## src/hw/rtl/pre_pkg.sv

```systemverilog
// ----------------------------------------------------------------------------
// pre_pkg
// Shared types, constants and helpers of the edge-aware Poisson RHS block.
// ----------------------------------------------------------------------------
`default_nettype none
package pre_pkg;
  localparam int MaxWidth = 1024;
  localparam int AddrW    = $clog2(MaxWidth);
  localparam int PixW     = 49;
  localparam int SqW      = 20;
  localparam int SumW     = 22;
  localparam int RadW     = 38;
  localparam int RootW    = 19;

  localparam logic [1:0] CfgWidth   = 2'd0;
  localparam logic [1:0] CfgThresh  = 2'd1;
  localparam logic [1:0] CfgChannel = 2'd2;

  localparam logic ImgGuide = 1'b0;
  localparam logic ImgUnder = 1'b1;

  typedef logic [PixW-1:0] pix_t;
  typedef pix_t [2:0][2:0] win_t;

  typedef struct packed {
    logic             upd;
    logic [AddrW-1:0] col;
    logic [AddrW-1:0] row;
  } wstat_t;

  typedef enum logic [3:0] {
    S_IDLE, S_WAIT, S_CHECK, S_NBR, S_SQ, S_SUM,
    S_RA_GO, S_RA_WAIT, S_RB_GO, S_RB_WAIT, S_CMP, S_EMIT
  } state_e;

  function automatic logic [7:0] pick(input pix_t p, input logic img, input logic [1:0] ch);
    logic [23:0] part;
    part = (img == ImgUnder) ? p[48:25] : p[24:1];
    case (ch)
      2'd0:    pick = part[7:0];
      2'd1:    pick = part[15:8];
      default: pick = part[23:16];
    endcase
  endfunction
endpackage
`default_nettype wire

```

## src/hw/rtl/pre_sqrt.sv

```systemverilog
// ----------------------------------------------------------------------------
// pre_sqrt
// Iterative integer square root, two radicand bits per cycle.
// ----------------------------------------------------------------------------
`default_nettype none
module pre_sqrt (
  input  wire                        clk_i,
  input  wire                        rst_ni,
  input  wire                        start_i,
  input  wire  [pre_pkg::RadW-1:0]   rad_i,
  output logic                       busy_o,
  output logic                       done_o,
  output logic [pre_pkg::RootW-1:0]  root_o
);
  localparam int CntW = $clog2(pre_pkg::RootW + 1);

  logic [pre_pkg::RadW-1:0]  rad_q, rad_d;
  logic [pre_pkg::RootW+1:0] rem_q, rem_d;
  logic [pre_pkg::RootW-1:0] root_q, root_d;
  logic [CntW-1:0]           cnt_q, cnt_d;
  logic                      busy_q, busy_d, done_q, done_d;
  logic [pre_pkg::RootW+3:0] rem_n, trial;

  always_comb begin
    rem_n  = {rem_q, rad_q[pre_pkg::RadW-1 -: 2]};
    trial  = {2'b00, root_q, 2'b01};
    rad_d  = rad_q;
    rem_d  = rem_q;
    root_d = root_q;
    cnt_d  = cnt_q;
    busy_d = busy_q;
    done_d = 1'b0;
    if (start_i) begin
      rad_d  = rad_i;
      rem_d  = '0;
      root_d = '0;
      cnt_d  = CntW'(pre_pkg::RootW);
      busy_d = 1'b1;
    end else if (busy_q) begin
      rad_d = rad_q << 2;
      if (rem_n >= trial) begin
        rem_d  = (pre_pkg::RootW + 2)'(rem_n - trial);
        root_d = {root_q[pre_pkg::RootW-2:0], 1'b1};
      end else begin
        rem_d  = (pre_pkg::RootW + 2)'(rem_n);
        root_d = {root_q[pre_pkg::RootW-2:0], 1'b0};
      end
      cnt_d = cnt_q - 1'b1;
      if (cnt_q == CntW'(1)) begin
        busy_d = 1'b0;
        done_d = 1'b1;
      end
    end
  end

  always_ff @(posedge clk_i or negedge rst_ni) begin
    if (!rst_ni) begin
      busy_q <= 1'b0;
      done_q <= 1'b0;
      cnt_q  <= '0;
    end else begin
      busy_q <= busy_d;
      done_q <= done_d;
      cnt_q  <= cnt_d;
    end
  end

  always_ff @(posedge clk_i) begin
    rad_q  <= rad_d;
    rem_q  <= rem_d;
    root_q <= root_d;
  end

  assign busy_o = busy_q;
  assign done_o = done_q;
  assign root_o = root_q;
endmodule
`default_nettype wire

```

## config.mk

```make
export PLATFORM = sky130hd
export DESIGN_NAME = pre_sqrt
export DESIGN_NICKNAME = d
export VERILOG_FILES = /design/src/hw/rtl/pre_pkg.sv /design/src/hw/rtl/pre_sqrt.sv
export SDC_FILE = /design/constraint.sdc
export NUM_CORES = 1
export LEC_CHECK = 0
export BUFFER_PORTS_ARGS = -buffer_cell sky130_fd_sc_hd__buf_2
export CAP_MARGIN = 20
export CELL_PAD_IN_SITES_DETAIL_PLACEMENT = 0
export CELL_PAD_IN_SITES_GLOBAL_PLACEMENT = 1
export CORE_MARGIN = 1
export CORE_UTILIZATION = 50
export CTS_BUF_LIST = sky130_fd_sc_hd__clkbuf_8
export CTS_CLUSTER_DIAMETER = 100
export DETAILED_ROUTE_END_ITERATION = 16
export GPL_ROUTABILITY_DRIVEN = 0
export HOLD_SLACK_MARGIN = 0.03
export PLACE_DENSITY_LB_ADDON = 0.1
export SYNTH_ARGS = -nofsm -noshare
export SYNTH_HDL_FRONTEND = slang
export SYNTH_SLANG_ARGS = --single-unit
```

## constraint.sdc

```tcl
create_clock -name clk_i -period 5.7 [get_ports clk_i]
set_input_delay 1.14 -clock clk_i [delete_from_list [all_inputs] [get_ports clk_i]]
set_output_delay 1.14 -clock clk_i [all_outputs]
set_load 0.05 [all_outputs]
```

=== Word-level counts from Yosys, hierarchy flattened ===
Index checks and enable logic that the tools add are counted.

* Muxes and demuxes: 12
* Order comparisons: 1
* Add/sub/neg operators: 2
* Eq/ne operators: 1
* Reduce and logical (&&, ||, !) cells: 1

{| class="wikitable"
|+ Operators with widths
! kind !! count
|-
| two-way mux 38 bit || 2
|-
| greater-or-equal comparator 23 x 21 -> 1 bit || 1
|-
| two-way mux 21 bit || 1
|-
| subtractor 21 bit || 1
|-
| two-way mux 5 bit || 2
|-
| two-way mux 1 bit || 7
|-
| == test 5 x 1 -> 1 bit, second input constant || 1
|-
| subtractor 5 x 1 -> 5 bit, second input constant || 1
|-
| nonzero test 2 bit || 1
|}

* Register bits after elaboration: 85
* Input bits: 41
* Output and inout port bits: 21
* Word-level logic and storage cells: 23

=== Logic depth before layout (Yosys ltp) ===
* Depth after elaboration: 4
* Depth in mapped cells: 10
* Depth with buffers taken out: 9

=== Least setup slack after synthesis ===
Ideal clock, no wire load.

* Path kind: input-to-reg
* From: input start_i
* To: register rad_q[0] in the netlist's numbering (enable)
* Data required time: 5.307 ns
* Stages on the path: 3
* Arrival: 2.413 ns
* Library setup time: 0.393 ns
* Slack: 2.894 ns
* Path buffers: 1
* Cell sequence: clkbuf_1 > nor2_1 > inv_1

* Cells in the longest elaborated chain, start to end: 1

{| class="wikitable"
|+ Ends and longest elaborated chain
! element !! line !! RTL
|-
| start: declaration || pre_sqrt.sv:9 || <nowiki>input wire start_i,</nowiki>
|-
| nonzero test 2 bit (no line) || n/a ||
|-
| end signal: assignment || pre_sqrt.sv:69 || <nowiki>rad_q <= rad_d;</nowiki>
|-
| end: declaration || pre_sqrt.sv:17 || <nowiki>logic [pre_pkg::RadW-1:0] rad_q, rad_d;</nowiki>
|}

No other way between the ends.
A chain may end at the register's enable or synchronous reset.

=== Final worst setup path ===
* From: register root_q, in the netlist root_o[0]
* To: register rem_q[7] in the netlist's numbering

* Cells in the longest elaborated chain, start to end: 2
* Elaborated cells between the ends (all ways): 3

{| class="wikitable"
|+ Ends and longest elaborated chain
! element !! line !! RTL
|-
| start: declaration || pre_sqrt.sv:19 || <nowiki>logic [pre_pkg::RootW-1:0] root_q, root_d;</nowiki>
|-
| start signal: assignment || pre_sqrt.sv:71 || <nowiki>root_q <= root_d;</nowiki>
|-
| subtractor 21 bit or greater-or-equal comparator 23 x 21 -> 1 bit (tied branches) || pre_sqrt.sv:42, pre_sqrt.sv:41 ||
|-
| two-way mux 21 bit (*) || pre_sqrt.sv:41 || <nowiki>if (rem_n >= trial) begin</nowiki>
|-
| end signal: assignment || pre_sqrt.sv:70 || <nowiki>rem_q <= rem_d;</nowiki>
|-
| end: declaration || pre_sqrt.sv:18 || <nowiki>logic [pre_pkg::RootW+1:0] rem_q, rem_d;</nowiki>
|}

Mark *: on every way between the ends. The rest lies on a longest branch, timed or not.

==> flow_summary.ini <==
[routing]
via_per_inst = 5.62
antenna_left = 0
wl_met3_microns = 451
drt-initial-drc-count = 169
wl_per_cell_microns = 16.1
route.met2.wl_microns = 4870
wl_met1_microns = 5200
dr.pass1.iters = 4
drc = 0
routed_wl_microns = 10700
highest_layer = met4
via_count = 3712

[clocking]
h-tree-depth = 3
post_cts_resized = 0
clk_latency_ps = 370
tritoncts = yes
clk_path_buf_depth = 2
clock-sinks = 85
cts_hold_buf = 0
root_buffer = clkbuf_8
postCtsSetupBuffers = 0
path_clk_slew_ps = 90
cts_buffers = 9

[power_and_ir_drop]
peakVddDrop_v = 0.000218
p_leak_nw = 2.31
power.density_nw_per_um2 = 491
p_total_mw = 2.63

[sta]
tightest_slew_ps = 1030
max_freq_mhz = 328
clock_skew_ps = 9.04
fin_tns_setup_ps = 0
hold_viol = 0
layout_min_cycle_time_ps = 3050
finalSetupViolCount = 0
finalCritPeriodShare = 0.535
grt_setup_unrepaired = no
maxSlewHeadroom = 0.314
timing.final.max_slew_violations = 0

[cells_and_area]
layout_commonest_cell = buf_2
final_cell_mix = 61 x buf_2, 48 x nor2_1, 40 x dfxtp_1
antenna_cells = 0
drive_gt1_frac = 0.259
final_nets = 591
area_growth_pct = 12.5

[floorplan]
fp.dieH_microns = 99.7
dieWidth_microns = 99.7
start_util = 0.516
fp-row-count = 35
core_area_sq_um = 9240
dieArea_sq_um = 9930
pin_count = 62

[logic_synthesis]
synth_warnings = 0
synth.net_count = 536
synth.distinct_cells = 66
synth_seq_area_share = 0.444
synthFlopType = dfxtp_1
async_flop_share = 0.0824
ys_ff_latch = 85
synth-edff-count = 38
syn_area_sq_um = 4770
postSynthAreaPerCell_sq_um = 10.1
syn_inst = 472

[critical_path]
r2r_cells = 9
worst_ep_arrival_time_ps = 3310
r2r_slack_ps = 2650
r2r_start = root_o[0]$_SDFFE_PP0P_
startpoint_type = register
worst-setup-path-type = register to register
startpoint = root_o[0]$_SDFFE_PP0P_
critical_path_required_ps = 5960
path_max_fanout = 21
reg2reg_to = rem_q[7]$_SDFFE_PP0P_
crit_end = rem_q[7]$_SDFFE_PP0P_
crit_path_end_kind = register

[run_status]
outcome = completed

[run]
cap_viol_max_count = 0

[global_routing]
grt_pass1_wl_microns = 17200
grt_pass1_vias = 3397
grt-ovfl-total = 0
grt_use_total = 0.222
grt_max_degree = 51
antenna_found_initial = 0

[place]
port_buffers = 61
dp_hpwl_microns = 7390

[worst_hold_path]
hp-class = register to register
worstHoldPathCells = 2
==> worst min path at each step <==
stage / end / slack (ps) / startpoint
after floorplan: rem_q[12]$_SDFFE_PP0P_ / 450 / rem_q[12]$_SDFFE_PP0P_
after global placement: root_o[0]$_SDFFE_PP0P_ / 490 / root_o[0]$_SDFFE_PP0P_
after detailed placement: root_o[0]$_SDFFE_PP0P_ / 500 / root_o[0]$_SDFFE_PP0P_
after CTS: root_o[0]$_SDFFE_PP0P_ / 520 / root_o[0]$_SDFFE_PP0P_
after global routing: root_o[0]$_SDFFE_PP0P_ / 540 / root_o[0]$_SDFFE_PP0P_
final: root_o[0]$_SDFFE_PP0P_ / 520 / root_o[0]$_SDFFE_PP0P_
==> flip-flops by register name, summed over array words and instances (netlist names) <==
name and count:
cnt_q 5, root_o 19, rad_q 38, busy_o 1, done_o 1, rem_q 21
==> synthesized netlist by cell type, drive strengths merged, types with 12 or more instances <==
library cell	n	share of area
nor3	13	0.014
inv	37	0.029
mux2i	18	0.038
o21ai	25	0.027
clkbuf	16	0.013
nor2	48	0.038
a21oi	21	0.027
mux2	36	0.085
ha	23	0.060
edfxtp	38	0.24
dfxtp	40	0.17
nand2	31	0.025
nand3	12	0.013
==> metrics by stage <==
step	hold slack, ps	util	setup slack (ps)	cell area, sq um	instances
floorplan	452	-	2890	4770	472
global placement	486	0.560	2320	5170	644
detailed placement	502	0.561	2380	5180	645
CTS	519	0.580	2690	5360	661
global route	540	0.580	2460	5360	661
finish	518	0.580	2650	5360	661
==> per-layer routing <==
layer / vias up / GRT usage
met5: - / 0
met4: 0 / 0.0713
met3: 11 / 0.0274
met2: 87 / 0.354
met1: 1763 / 0.314
li1: 1851 / -
==> where the power goes <==
group / internal, mW / total (mW) / switching [mW]
Sequential: 0.742 / 0.824 / 0.0814
Combinational: 0.563 / 1.40 / 0.835
Clock: 0.163 / 0.409 / 0.246
==> kinds of logic (layout without fill, tap and decap cells) <==
family	count (synthesis)	in the layout	synth area share
and+or+nand+nor	134	134	0.132
AOI/OAI and AO/OA	103	103	0.165
DFF	85	85	0.444
adders and majority gates	23	23	0.0604
muxes	54	54	0.123
buffers and inverters	60	120	0.0517
xor gates and xnor gates	13	13	0.0239
==> worst max-delay path: stages (launching register included) <==
cell,delay (ps)
dfxtp_1,390
inv_1,60
ha_1,340
o21ai_1,120
a21oi_1,380
o22ai_2,220
nor3b_2,220
o211a_1,700
o21ai_1,250
o211a_1,270
==> area by class of cell <==
cell class | instances | area (sq um)
fill | 812 | 3880
tap | 129 | 161
timing repair buffer | 66 | 347
inverter | 38 | 143
sequential | 85 | 2120
clock buffer | 9 | 124
clock inverter | 7 | 55.1
multi-input combinational | 327 | 2410
Note: power is estimated with default switching activity, not from simulation.
